$ cat config.mk
export PLATFORM = sky130hd
export DESIGN_NAME = packed_stamp_seconds_difference_unit_flat
export DESIGN_NICKNAME = d
export VERILOG_FILES = /design/src/hw/rtl/psd_pkg.sv /design/src/hw/rtl/psd_ifs.sv /design/src/hw/rtl/psd_stamp_decode.sv /design/src/hw/rtl/packed_stamp_seconds_difference_unit.sv /design/src/flat_wrapper.sv
export VERILOG_INCLUDE_DIRS = /design/src /design/src/hw/rtl
export SDC_FILE = /design/constraint.sdc
export NUM_CORES = 2
export LEC_CHECK = 0
export BUFFER_PORTS_ARGS = -buffer_cell sky130_fd_sc_hd__buf_2
export CAP_MARGIN = 10
export CORE_MARGIN = 2
export CORE_UTILIZATION = 35
export DETAILED_ROUTE_END_ITERATION = 8
export PLACE_DENSITY = 0.5
export REMOVE_ABC_BUFFERS = 1
export SYNTH_ARGS = -nofsm -noshare
export SYNTH_HDL_FRONTEND = slang
export SYNTH_SLANG_ARGS = --single-unit
export TNS_END_PERCENT = 5
$ cat constraint.sdc
create_clock -name clk -period 19.3 [get_ports clk]
set_input_delay 2.895 -clock clk [delete_from_list [all_inputs] [get_ports clk]]
set_output_delay 2.895 -clock clk [all_outputs]
set_load 0.02 [all_outputs]
$ cat src/hw/rtl/packed_stamp_seconds_difference_unit_defines.svh
// Assertion macros for the packed stamp seconds difference unit.
// Each macro expects signals named clk and rst in the scope of use.
`ifndef PACKED_STAMP_SECONDS_DIFFERENCE_UNIT_DEFINES_SVH
`define PACKED_STAMP_SECONDS_DIFFERENCE_UNIT_DEFINES_SVH

`ifndef SYNTHESIS
`define PSD_ASSERT(lbl, prop) \
  lbl: assert property (@(posedge clk) disable iff (rst) prop) \
    else $error("psd: assertion failed");
`define PSD_ASSERT_NEXT(lbl, ante, cons) \
  lbl: assert property (@(posedge clk) disable iff (rst) (ante) |=> (cons)) \
    else $error("psd: assertion failed");
`else
`define PSD_ASSERT(lbl, prop)
`define PSD_ASSERT_NEXT(lbl, ante, cons)
`endif

`endif

$ cat src/hw/rtl/psd_pkg.sv
`default_nettype none

package psd_pkg;

  // Pipeline depth: stages inside one stamp decoder, plus the output stage.
  localparam int DEC_STAGES = 11;
  localparam int NSTAGE     = DEC_STAGES + 1;

  // Constant dividers and their reciprocal estimates. Each estimate is
  // floor(2^SH / DIV) and undershoots the true quotient by at most one.
  localparam logic [31:0] DIV_Y = 32'd100000000;
  localparam logic [37:0] REC_Y = 38'd42;        // shift 32
  localparam logic [26:0] DIV_M = 27'd1000000;
  localparam logic [35:0] REC_M = 36'd134;       // shift 27
  localparam logic [19:0] DIV_D = 20'd10000;
  localparam logic [26:0] REC_D = 27'd104;       // shift 20
  localparam logic [13:0] DIV_H = 14'd100;
  localparam logic [21:0] REC_H = 22'd163;       // shift 14

  localparam logic [14:0] DAYS_TO_2000 = 15'd7305;  // 1980-01-01 to 2000-01-01
  localparam logic [31:0] SECS_PER_DAY = 32'd86400;

  // Years 2000..2042 only: divisible by four means leap (2000 is a leap year).
  function automatic logic is_leap(input logic [5:0] yoff);
    return (yoff[1:0] == 2'd0);
  endfunction

  // Days from 1980-01-01 to the first day of year 2000 + yoff.
  function automatic logic [14:0] year_days(input logic [5:0] yoff);
    logic [14:0] lp;
    lp = 15'((7'(yoff) + 7'd3) >> 2);
    return DAYS_TO_2000 + 15'(yoff) * 15'd365 + lp;
  endfunction

  function automatic logic [4:0] month_len(input logic [3:0] m, input logic leap);
    logic [4:0] len;
    case (m)
      4'd2:                      len = leap ? 5'd29 : 5'd28;
      4'd4, 4'd6, 4'd9, 4'd11:   len = 5'd30;
      default:                   len = 5'd31;
    endcase
    return len;
  endfunction

  // Days in the year before the first of month m.
  function automatic logic [8:0] month_cum(input logic [3:0] m, input logic leap);
    logic [8:0] c;
    case (m)
      4'd1:    c = 9'd0;
      4'd2:    c = 9'd31;
      4'd3:    c = 9'd59;
      4'd4:    c = 9'd90;
      4'd5:    c = 9'd120;
      4'd6:    c = 9'd151;
      4'd7:    c = 9'd181;
      4'd8:    c = 9'd212;
      4'd9:    c = 9'd243;
      4'd10:   c = 9'd273;
      4'd11:   c = 9'd304;
      4'd12:   c = 9'd334;
      default: c = 9'd0;
    endcase
    if (leap && (m > 4'd2)) begin
      c = c + 9'd1;
    end
    return c;
  endfunction

endpackage

`default_nettype wire

$ cat src/hw/rtl/psd_ifs.sv
`default_nettype none

// Input channel: one pair of packed stamps per transfer.
interface psd_in_if;
  logic        valid;
  logic        ready;
  logic [31:0] stamp_first;
  logic [31:0] stamp_second;

  modport source (output valid, output stamp_first, output stamp_second, input ready);
  modport sink   (input valid, input stamp_first, input stamp_second, output ready);
endinterface

// Output channel: one difference per transfer.
interface psd_out_if;
  logic        valid;
  logic        ready;
  logic [31:0] difference_seconds;
  logic        dates_valid;

  modport source (output valid, output difference_seconds, output dates_valid,
                  input ready);
  modport sink   (input valid, input difference_seconds, input dates_valid,
                  output ready);
endinterface

`default_nettype wire

$ cat src/hw/rtl/psd_stamp_decode.sv
`default_nettype none

// Pipelined decode of one packed YYMMDDhhmm stamp into seconds since 1980.
// Payload only; stage enables come from the valid chain in the top level.
module psd_stamp_decode (
  input  wire logic                            clk,
  input  wire logic [psd_pkg::DEC_STAGES-1:0]  en,
  input  wire logic [31:0]                     stamp,
  output logic      [31:0]                     secs,
  output logic                                 ok
);

  // stage 1: year quotient estimate
  logic [31:0] s1_v;
  logic [5:0]  s1_q;
  // stage 2: year corrected, remainder below 10^8
  logic [5:0]  s2_y;
  logic [26:0] s2_r;
  // stage 3: month estimate, year day count
  logic [5:0]  s3_y;
  logic [14:0] s3_yd;
  logic [26:0] s3_r;
  logic [6:0]  s3_q;
  // stage 4: month corrected
  logic [5:0]  s4_y;
  logic [14:0] s4_yd;
  logic [6:0]  s4_mo;
  logic [19:0] s4_r;
  // stage 5: day estimate
  logic [5:0]  s5_y;
  logic [14:0] s5_yd;
  logic [6:0]  s5_mo;
  logic [19:0] s5_r;
  logic [6:0]  s5_q;
  // stage 6: day corrected
  logic [5:0]  s6_y;
  logic [14:0] s6_yd;
  logic [6:0]  s6_mo;
  logic [6:0]  s6_dy;
  logic [13:0] s6_r;
  // stage 7: hour estimate
  logic [5:0]  s7_y;
  logic [14:0] s7_yd;
  logic [6:0]  s7_mo;
  logic [6:0]  s7_dy;
  logic [13:0] s7_r;
  logic [6:0]  s7_q;
  // stage 8: hour and minute
  logic [5:0]  s8_y;
  logic [14:0] s8_yd;
  logic [6:0]  s8_mo;
  logic [6:0]  s8_dy;
  logic [6:0]  s8_hr;
  logic [6:0]  s8_mi;
  // stage 9: checks and day count
  logic        s9_ok;
  logic [14:0] s9_days;
  logic [4:0]  s9_hr;
  logic [5:0]  s9_mi;
  // stage 10: products
  logic        s10_ok;
  logic [31:0] s10_ds;
  logic [16:0] s10_hm;
  // stage 11: sum
  logic        s11_ok;
  logic [31:0] s11_secs;

  logic [37:0] y_p;
  logic [31:0] y_rem;
  logic [35:0] m_p;
  logic [26:0] m_rem;
  logic [26:0] d_p;
  logic [19:0] d_rem;
  logic [21:0] h_p;
  logic [13:0] h_rem;
  logic        leap8;
  logic [4:0]  mlen8;
  logic        fields_ok;

  always_comb begin
    y_p   = {6'd0, stamp} * psd_pkg::REC_Y;
    y_rem = s1_v - 32'(s1_q) * psd_pkg::DIV_Y;
    m_p   = {9'd0, s2_r} * psd_pkg::REC_M;
    m_rem = s3_r - 27'(s3_q) * psd_pkg::DIV_M;
    d_p   = {7'd0, s4_r} * psd_pkg::REC_D;
    d_rem = s5_r - 20'(s5_q) * psd_pkg::DIV_D;
    h_p   = {8'd0, s6_r} * psd_pkg::REC_H;
    h_rem = s7_r - 14'(s7_q) * psd_pkg::DIV_H;
    leap8 = psd_pkg::is_leap(s8_y);
    mlen8 = psd_pkg::month_len(s8_mo[3:0], leap8);
    fields_ok = (s8_mo inside {[7'd1:7'd12]}) && (s8_dy != 7'd0) &&
                (s8_dy <= 7'(mlen8)) && (s8_hr <= 7'd23) && (s8_mi <= 7'd59);
  end

  always_ff @(posedge clk) begin
    if (en[0]) begin
      s1_v <= stamp;
      s1_q <= y_p[37:32];
    end
    if (en[1]) begin
      if (y_rem >= psd_pkg::DIV_Y) begin
        s2_y <= s1_q + 6'd1;
        s2_r <= 27'(y_rem - psd_pkg::DIV_Y);
      end else begin
        s2_y <= s1_q;
        s2_r <= y_rem[26:0];
      end
    end
    if (en[2]) begin
      s3_y  <= s2_y;
      s3_yd <= psd_pkg::year_days(s2_y);
      s3_r  <= s2_r;
      s3_q  <= m_p[33:27];
    end
    if (en[3]) begin
      s4_y  <= s3_y;
      s4_yd <= s3_yd;
      if (m_rem >= psd_pkg::DIV_M) begin
        s4_mo <= s3_q + 7'd1;
        s4_r  <= 20'(m_rem - psd_pkg::DIV_M);
      end else begin
        s4_mo <= s3_q;
        s4_r  <= m_rem[19:0];
      end
    end
    if (en[4]) begin
      s5_y  <= s4_y;
      s5_yd <= s4_yd;
      s5_mo <= s4_mo;
      s5_r  <= s4_r;
      s5_q  <= d_p[26:20];
    end
    if (en[5]) begin
      s6_y  <= s5_y;
      s6_yd <= s5_yd;
      s6_mo <= s5_mo;
      if (d_rem >= psd_pkg::DIV_D) begin
        s6_dy <= s5_q + 7'd1;
        s6_r  <= 14'(d_rem - psd_pkg::DIV_D);
      end else begin
        s6_dy <= s5_q;
        s6_r  <= d_rem[13:0];
      end
    end
    if (en[6]) begin
      s7_y  <= s6_y;
      s7_yd <= s6_yd;
      s7_mo <= s6_mo;
      s7_dy <= s6_dy;
      s7_r  <= s6_r;
      s7_q  <= h_p[20:14];
    end
    if (en[7]) begin
      s8_y  <= s7_y;
      s8_yd <= s7_yd;
      s8_mo <= s7_mo;
      s8_dy <= s7_dy;
      if (h_rem >= psd_pkg::DIV_H) begin
        s8_hr <= s7_q + 7'd1;
        s8_mi <= 7'(h_rem - psd_pkg::DIV_H);
      end else begin
        s8_hr <= s7_q;
        s8_mi <= h_rem[6:0];
      end
    end
    if (en[8]) begin
      // day count is meaningless when a field is illegal; ok masks it later
      s9_ok   <= fields_ok;
      s9_days <= s8_yd + 15'(psd_pkg::month_cum(s8_mo[3:0], leap8)) + 15'(s8_dy) - 15'd1;
      s9_hr   <= s8_hr[4:0];
      s9_mi   <= s8_mi[5:0];
    end
    if (en[9]) begin
      s10_ok <= s9_ok;
      s10_ds <= 32'(s9_days) * psd_pkg::SECS_PER_DAY;
      s10_hm <= 17'(s9_hr) * 17'd3600 + 17'(s9_mi) * 17'd60;
    end
    if (en[10]) begin
      s11_ok   <= s10_ok;
      s11_secs <= s10_ds + 32'(s10_hm);
    end
  end

  assign secs = s11_secs;
  assign ok   = s11_ok;

endmodule

`default_nettype wire

$ cat src/hw/rtl/packed_stamp_seconds_difference_unit.sv
// Channel   Dir  Payload                                  Handshake
// stamps    in   stamp_first[31:0], stamp_second[31:0]    valid / ready
// result    out  difference_seconds[31:0], dates_valid    valid / ready
//
// Throughput: one stamp pair per cycle while the output is not stalled,
// through a 12-stage pipeline (four reciprocal divisions of two stages each,
// calendar check, product, sum, difference). Reset (rst, synchronous)
// empties every stage.
// A stalled output holds its stage; upstream stages keep filling bubbles,
// so stamps.ready stays high until every stage holds an item.
`default_nettype none

`include "packed_stamp_seconds_difference_unit_defines.svh"

module packed_stamp_seconds_difference_unit (
  input  wire logic clk,
  input  wire logic rst,
  psd_in_if.sink    stamps,
  psd_out_if.source result
);

  localparam int NS  = psd_pkg::NSTAGE;
  localparam int DEC = psd_pkg::DEC_STAGES;

  // One valid bit per stage; the last stage is the output register.
  logic [NS-1:0] vld;
  logic [NS-1:0] en;

  logic [31:0] secs_first;
  logic [31:0] secs_second;
  logic        ok_first;
  logic        ok_second;

  logic [31:0] diff;
  logic        both_ok;

  // Stage k advances when it is empty or when stage k+1 advances.
  always_comb begin
    en[NS-1] = !vld[NS-1] || result.ready;
    for (int k = NS - 2; k >= 0; k--) begin
      en[k] = !vld[k] || en[k+1];
    end
  end

  assign stamps.ready = en[0];

  // Valid chain: advance with the enables, hold on stall, drop on reset.
  always_ff @(posedge clk) begin
    if (rst) begin
      vld <= '0;
    end else begin
      if (en[0]) begin
        vld[0] <= stamps.valid;
      end
      for (int k = 1; k < NS; k++) begin
        if (en[k]) begin
          vld[k] <= vld[k-1];
        end
      end
    end
  end

  // Both stamps run through identical decoders in lock step.
  psd_stamp_decode u_dec_first (
    .clk   (clk),
    .en    (en[DEC-1:0]),
    .stamp (stamps.stamp_first),
    .secs  (secs_first),
    .ok    (ok_first)
  );

  psd_stamp_decode u_dec_second (
    .clk   (clk),
    .en    (en[DEC-1:0]),
    .stamp (stamps.stamp_second),
    .secs  (secs_second),
    .ok    (ok_second)
  );

  // Output stage: wrap the difference modulo 2^32, clear it on any bad field.
  always_ff @(posedge clk) begin
    if (en[NS-1]) begin
      both_ok <= ok_first && ok_second;
      diff    <= (ok_first && ok_second) ? (secs_second - secs_first) : 32'd0;
    end
  end

  assign result.valid              = vld[NS-1];
  assign result.difference_seconds = diff;
  assign result.dates_valid        = both_ok;

  // An accepted pair lands in the first stage.
  `PSD_ASSERT_NEXT(a_accept_lands, stamps.valid && stamps.ready, vld[0])
  // An empty first stage can always take a transfer.
  `PSD_ASSERT(a_empty_ready, !vld[0] |-> stamps.ready)
  // A full pipe behind a stalled output must refuse input.
  `PSD_ASSERT(a_full_stall, ((&vld) && !result.ready) |-> !stamps.ready)
  // Invalid dates always report zero.
  `PSD_ASSERT(a_bad_zero, (result.valid && !result.dates_valid) |->
                          (result.difference_seconds == 32'd0))

endmodule

`default_nettype wire

$ cat src/flat_wrapper.sv
// flat-port wrapper written by rule: the top's interface ports become plain ports
module packed_stamp_seconds_difference_unit_flat 
  (clk, rst, stamps_valid, stamps_stamp_first, stamps_stamp_second, stamps_ready, result_valid, result_difference_seconds, result_dates_valid, result_ready);
  psd_in_if stamps_i ();
  psd_out_if result_i ();
  input  wire logic clk;
  input  wire logic rst;
  input wire logic [$bits(stamps_i.valid)-1:0] stamps_valid;
  input wire logic [$bits(stamps_i.stamp_first)-1:0] stamps_stamp_first;
  input wire logic [$bits(stamps_i.stamp_second)-1:0] stamps_stamp_second;
  output wire logic [$bits(stamps_i.ready)-1:0] stamps_ready;
  output wire logic [$bits(result_i.valid)-1:0] result_valid;
  output wire logic [$bits(result_i.difference_seconds)-1:0] result_difference_seconds;
  output wire logic [$bits(result_i.dates_valid)-1:0] result_dates_valid;
  input wire logic [$bits(result_i.ready)-1:0] result_ready;
  assign stamps_i.valid = stamps_valid;
  assign stamps_i.stamp_first = stamps_stamp_first;
  assign stamps_i.stamp_second = stamps_stamp_second;
  assign stamps_ready = stamps_i.ready;
  assign result_valid = result_i.valid;
  assign result_difference_seconds = result_i.difference_seconds;
  assign result_dates_valid = result_i.dates_valid;
  assign result_i.ready = result_ready;
  packed_stamp_seconds_difference_unit u_core (.clk(clk), .rst(rst), .stamps(stamps_i), .result(result_i));
endmodule
Word-level counts from Yosys, hierarchy flattened
Memory sizes are Yosys's and may differ from the RTL's. A register that Yosys moved wholly into a read port is not among the register bits.
Index checks and enable logic that the tools add are counted.
- memory bits (read-only): 288
- register bits: 969
- memories: 2
- output and inout port bits: 35
- bits of input ports: 68
- memories (name ; words ; width ; rd ports ; clocked after Yosys merged registers in ; wr ports ; RTL line ; source):
    (no name shown) ; 16 ; 9 ; 1 ; 1 ; 0 ; psd_pkg.sv:48 ; case (m)
    (no name shown) ; 16 ; 9 ; 1 ; 1 ; 0 ; psd_pkg.sv:48 ;
- multiply operators: 24
- reduce and logical (&&, ||, !) cells: 43
- equal/unequal tests: 10
- muxes and demuxes: 28
- add/subtract/negate cells: 43
- order comparisons: 20
- operators with widths (kind ; number):
    32-bit subtractor ; 3
    32-bit by 5-bit multiplier with 37-bit output (second input constant) ; 2
    27-bit by 7-bit multiplier with 33-bit output (second input constant) ; 2
    32-bit by 17-bit adder with 32-bit output ; 2
    32-bit by 27-bit greater-or-equal comparator with 1-bit output (second input constant) ; 2
    7-bit 2-to-1 mux ; 8
    27-bit by 20-bit greater-or-equal comparator with 1-bit output (second input constant) ; 2
    27-bit 2-to-1 mux ; 2
    9-bit 2-to-1 mux ; 6
    27-bit subtractor ; 2
    27-bit subtractor (second input constant) ; 2
    15-bit by 10-bit multiplier with 25-bit output (second input constant) ; 2
    20-bit by 4-bit multiplier with 24-bit output (second input constant) ; 2
    6-bit by 19-bit multiplier with 24-bit output (second input constant) ; 2
    7-bit by 1-bit adder with 7-bit output (second input constant) ; 6
    14-bit by 8-bit multiplier with 21-bit output (second input constant) ; 2
    7-bit by 14-bit multiplier with 21-bit output (second input constant) ; 2
    20-bit by 14-bit greater-or-equal comparator with 1-bit output (second input constant) ; 2
    20-bit 2-to-1 mux ; 2
    20-bit subtractor ; 2
    20-bit subtractor (second input constant) ; 2
    17-bit by 12-bit adder with 17-bit output ; 2
    7-bit by 10-bit multiplier with 16-bit output (second input constant) ; 2
    13-bit by 15-bit adder with 15-bit output (first input constant) ; 2
    35 further kinds ; 105

Depth between registers and ports, before layout
- depth in word-level cells: 13
- depth in mapped cells: 27

Hierarchy
A second synthesis with hierarchy kept.
- cells, all modules: 7536
- area, all modules: 81175.4 um^2
- modules (own cells, without submodules) (module ; sequential area each (um^2) ; cells an instance ; area an instance (um^2) ; times used):
    psd_stamp_decode at u_core.u_dec_first ; 13933.4 ; 3647 ; 39376.5 ; 1
    psd_stamp_decode at u_core.u_dec_second ; 13933.4 ; 3494 ; 38425.6 ; 1
    packed_stamp_seconds_difference_unit ; 1231.2 ; 395 ; 3373.2 ; 1

Least setup slack after synthesis
Ideal clock, no wire load.
- path type: input-to-output
- start: input port result_ready
- end: output port stamps_ready
- cell stages on the path: 9
- path buffers: 2
- data arrival time: 8763 ps
- required time: 16405 ps
- path slack: 7642 ps
- cells stage by stage: nor2b_1 > and3_1 > and3_1 > clkbuf_1 > nand2_1 > nor2_1 > and2_1 > clkbuf_1 > nand4_1
- longest elaborated chain between the ends: 12
- RTL lines (what ; RTL line ; source):
    start, declared ; flat_wrapper.sv:15 ; input wire logic [$bits(result_i.ready)-1:0] result_ready;
    1-bit logical OR ; packed_stamp_seconds_difference_unit.sv:39 ; en[NS-1] = !vld[NS-1] || result.ready;
    1-bit logical OR (5 in a row) ; packed_stamp_seconds_difference_unit.sv:41 ; en[k] = !vld[k] || en[k+1];
    named net u_core.en[6] ; packed_stamp_seconds_difference_unit.sv:27 ; logic [NS-1:0] en;
    1-bit logical OR (6 in a row) ; packed_stamp_seconds_difference_unit.sv:41 ;
    end, declared ; flat_wrapper.sv:11 ; output wire logic [$bits(stamps_i.ready)-1:0] stamps_ready;
The timed path passes the listed nets, and every way through them passes these cells.

Final worst setup path
Same ends and word-level chain as after synthesis.

==> results.yml <==
status:
  outcome: "completed"
grt:
  grt_overflow: 0
  grt_antenna_before_repair: 4
  met3_usage_pct: 1.56
  grt_pass1_wl_um: 256000
  grtUsageMet2_pct: 22.9
  grt_pass1_vias: 51200
  grt_max_degree: 83
  gr-usage-met1_pct: 17.2
  grt-busiest-layer: "met2"
  grt.total_usage_pct: 13.1
synthesis:
  synth_edf_count: 947
  ys_seq_area_share_pct: 36.0
  ys_types: 96
  synthSimpleGateAreaFrac_pct: 7.68
  yosys_warnings: 0
  synth.area.mux_share_pct: 0.508
  synth_compound_area_share_pct: 9.43
  synth_top_area_share_pct: 35.3
  syn_area_um2: 80600
  synth_top_cell_by_area: "edfxtp_1"
  synth_fa_ha_area_share_pct: 32.6
  synthArstFlopShare_pct: 0
  synth_area_leaders: "edfxtp_1 35%, ha_1 23%, fa_1 9.3%"
  synth-seq-cells: 977
  synth-main-ff-cell: "edfxtp_1"
  synthXorXnorAreaFrac_pct: 6.38
  syn_area_per_cell_um2: 10.8
  synth_cells: 7471
  synth_top_family_by_area: "adder cells"
finish:
  fillCellCount: 22600
  syn_to_final_growth_pct: 10.0
  layout-drive-gt1-share_pct: 4.78
  fin_nets: 9595
  fin_util_pct: 38.6
timing:
  period_share_pct: 47.4
  finalSetupViolations: 0
  tightest_slew_ns: 1.12
  fmax_mhz: 109
  period_needed_ns: 9.14
  hold_violations: 0
  final.setup_skew_ns: 0.0520
  rsz0062_at_grt: "no"
  fin_ws_ns: 10.16
  finalSetupTns_ns: 0
  slew_violations: 0
  slew_headroom_pct: 22.9
die:
  die_w_um: 484
  start_util_pct: 35.1
  core_area_um2: 229000
  die_h_um: 484
  design.die.area_um2: 234000
  io-pin-count: 103
  row_count: 176
cts:
  clk_pin_slew_ns: 0.06
  cts_sinks: 977
  numCtsBuffers: 111
  clk_latency_ns: 0.75
  htree_levels: 3
  cts_tree: "yes"
  post-cts-setup-buffers: 0
  cts_resized: 0
  hold_buffers: 0
  cts_buffer_depth: 3
  cts_root_buf: "clkbuf_16"
detailed_routing:
  ant_nets: 0
  first_iter_violations: 1773
  finalWirelength_um: 152000
  vias: 50500
  wl_per_cell_um: 14.1
  drc: 0
  viasPerCell: 4.68
  drtPass1Iterations: 7
worst_setup_path:
  r2r-end: "u_core.u_dec_second.s2_r[24]"
  reg2reg_slack_ns: 11.87
  start_kind: "input pin"
  crit_type: "input pin to primary output"
  path_delay_family: "simple AND/OR/NAND/NOR gates"
  crit_chain: "buf_2 > nor2b_1 > and3_1 > and3_1 > nand2_4 > nor2_1 > and2_1 > nand4_1 > buf_4 > buf_2"
  r2r_cells: 23
  cp_max_fo: 50
  cp-end-kind: "primary output"
  r2r_start: "u_core.u_dec_second.s1_q[3]"
  cpMaxStageDelayCell: "and2_1"
  cp_slowest_stage_delay_ns: 0.52
  worst-endpoint-arrival_ns: 6.24
  path_buf_inv: 3
  cp_data_required_time_ns: 16.41
  cp-startpoint: "result_ready"
placement:
  io_buffers: 100
  hpwl_um: 124000
  gp_congestion: 0.848
  dp_slack_ns: 10.04
worst_hold_path:
  hold_end: "u_core.u_dec_first.s8_yd[10]"
  min_path_type: "flop to flop"
  min_path_cells: 0
  hp-start: "u_core.u_dec_first.s7_yd[10]"
run:
  maxCapViolCount: 0
==> worst max path at each step <==
stage / endpoint / cells past startpoint
after floorplan: stamps_ready / 7
after global placement: stamps_ready / 10
after detailed placement: stamps_ready / 10
after CTS: stamps_ready / 10
after global routing: stamps_ready / 10
final: stamps_ready / 10
==> per-layer routing <==
layer / part of all wire (%) / up-vias
met5: 0 / -
met4: 2.3 / 0
met3: 2.3 / 177
met2: 48 / 447
met1: 48 / 23800
li1: - / 26100
==> cells in the mapped netlist (112+ instances only) <==
cell type / n
a21o_1: 131
a21oi_1: 333
edfxtp_1: 947
fa_1: 375
ha_1: 1496
inv_1: 1531
nand2_1: 282
nand3_1: 112
nor2_1: 340
nor3_1: 126
o21ai_0: 223
xnor2_1: 369
xor2_1: 215
==> flip-flops by register name (all words and copies together), names as in the netlist, 20 cells and up, named ones only <==
register                          count
u_core.result.difference_seconds     30
u_core.u_dec_first.s10_ds            25
u_core.u_dec_first.s1_v              32
u_core.u_dec_first.s2_r              27
u_core.u_dec_first.s3_r              27
u_core.u_dec_first.s4_r              20
u_core.u_dec_first.s5_r              20
u_core.u_dec_first.secs              30
u_core.u_dec_second.s10_ds           25
u_core.u_dec_second.s1_v             32
u_core.u_dec_second.s2_r             27
u_core.u_dec_second.s3_r             27
u_core.u_dec_second.s4_r             20
u_core.u_dec_second.s5_r             20
u_core.u_dec_second.secs             30
==> worst reg2reg max path: stages, from the launching register on <==
cell,delay [ns]
edfxtp_1,0.59
fa_1,0.71
inv_1,0.11
fa_1,0.50
fa_1,0.51
inv_1,0.05
ha_1,0.30
o21a_1,0.20
a2111oi_0,0.61
o21ai_0,0.26
a41oi_1,0.50
xor2_1,0.14
ha_1,0.38
and3_1,0.23
a21oi_1,0.14
a21boi_0,0.11
a31o_2,0.22
or4_1,0.40
a21oi_1,0.20
xnor2_1,0.21
o2111ai_2,0.15
buf_4,0.25
and4b_1,0.25
xnor2_1,0.12
==> cell families (layout without fill, tap and decap cells) <==
family	Yosys count	in the layout
adder cells (fa/ha/maj)	1871	1871
buffers and inverters	1578	1854
AND/OR/NAND/NOR	1261	1261
AO/OA/AOI/OAI	1158	1158
flip-flops	977	977
XOR/XNOR	585	585
multiplexers	40	40
other	1	3
==> cell usage in the layout, fill, tap and decap left out, types with 21 or more instances in the layout <==
master	count
nor2b_1	73
a211o_1	21
ha_1	1496
xor2_1	215
and2_1	22
o21a_1	62
o21bai_1	62
nand2b_1	51
a21oi_1	333
or3_1	29
nand3_1	110
o21ai_0	223
nor2_1	340
clkinv_2	30
clkbuf_16	111
dfxtp_1	30
o211ai_1	27
a31oi_1	35
buf_2	100
fa_1	375
and3_1	48
a21o_1	131
xnor2_1	369
nand2_1	278
a21boi_0	31
a211oi_1	43
mux2i_1	33
edfxtp_1	947
a2111oi_0	21
or2_2	28
nor3_1	126
nand4_1	54
nor4_1	24
inv_1	1528
==> cell type report <==
cell class                      count  area (um^2)  share of cell area, %
Antenna cell                        1         2.50                0.00282
Clock buffer                      119         2810                   3.17
Clock inverter                     86         1020                   1.15
Inverter                         1532         5760                   6.49
Multi-Input combinational cell   4917        45600                   51.5
Sequential cell                   977        29000                   32.8
Tap cell                         3026         3790                   4.27
Timing Repair Buffer              117          628                  0.708
==> per-stage QoR <==
stage	cells	hold WS [ns]	instance area [um^2]
final	10800	0.395	88700
after global routing	10800	0.410	88700
after CTS	10800	0.394	88700
after detailed placement	10600	0.405	84800
after global placement	10600	0.401	84800
after floorplan	7426	0.400	80400
Power is left out: the tool's default activity adds up to more than one toggle a clock period on the data nets, which glitch-free logic cannot reach.
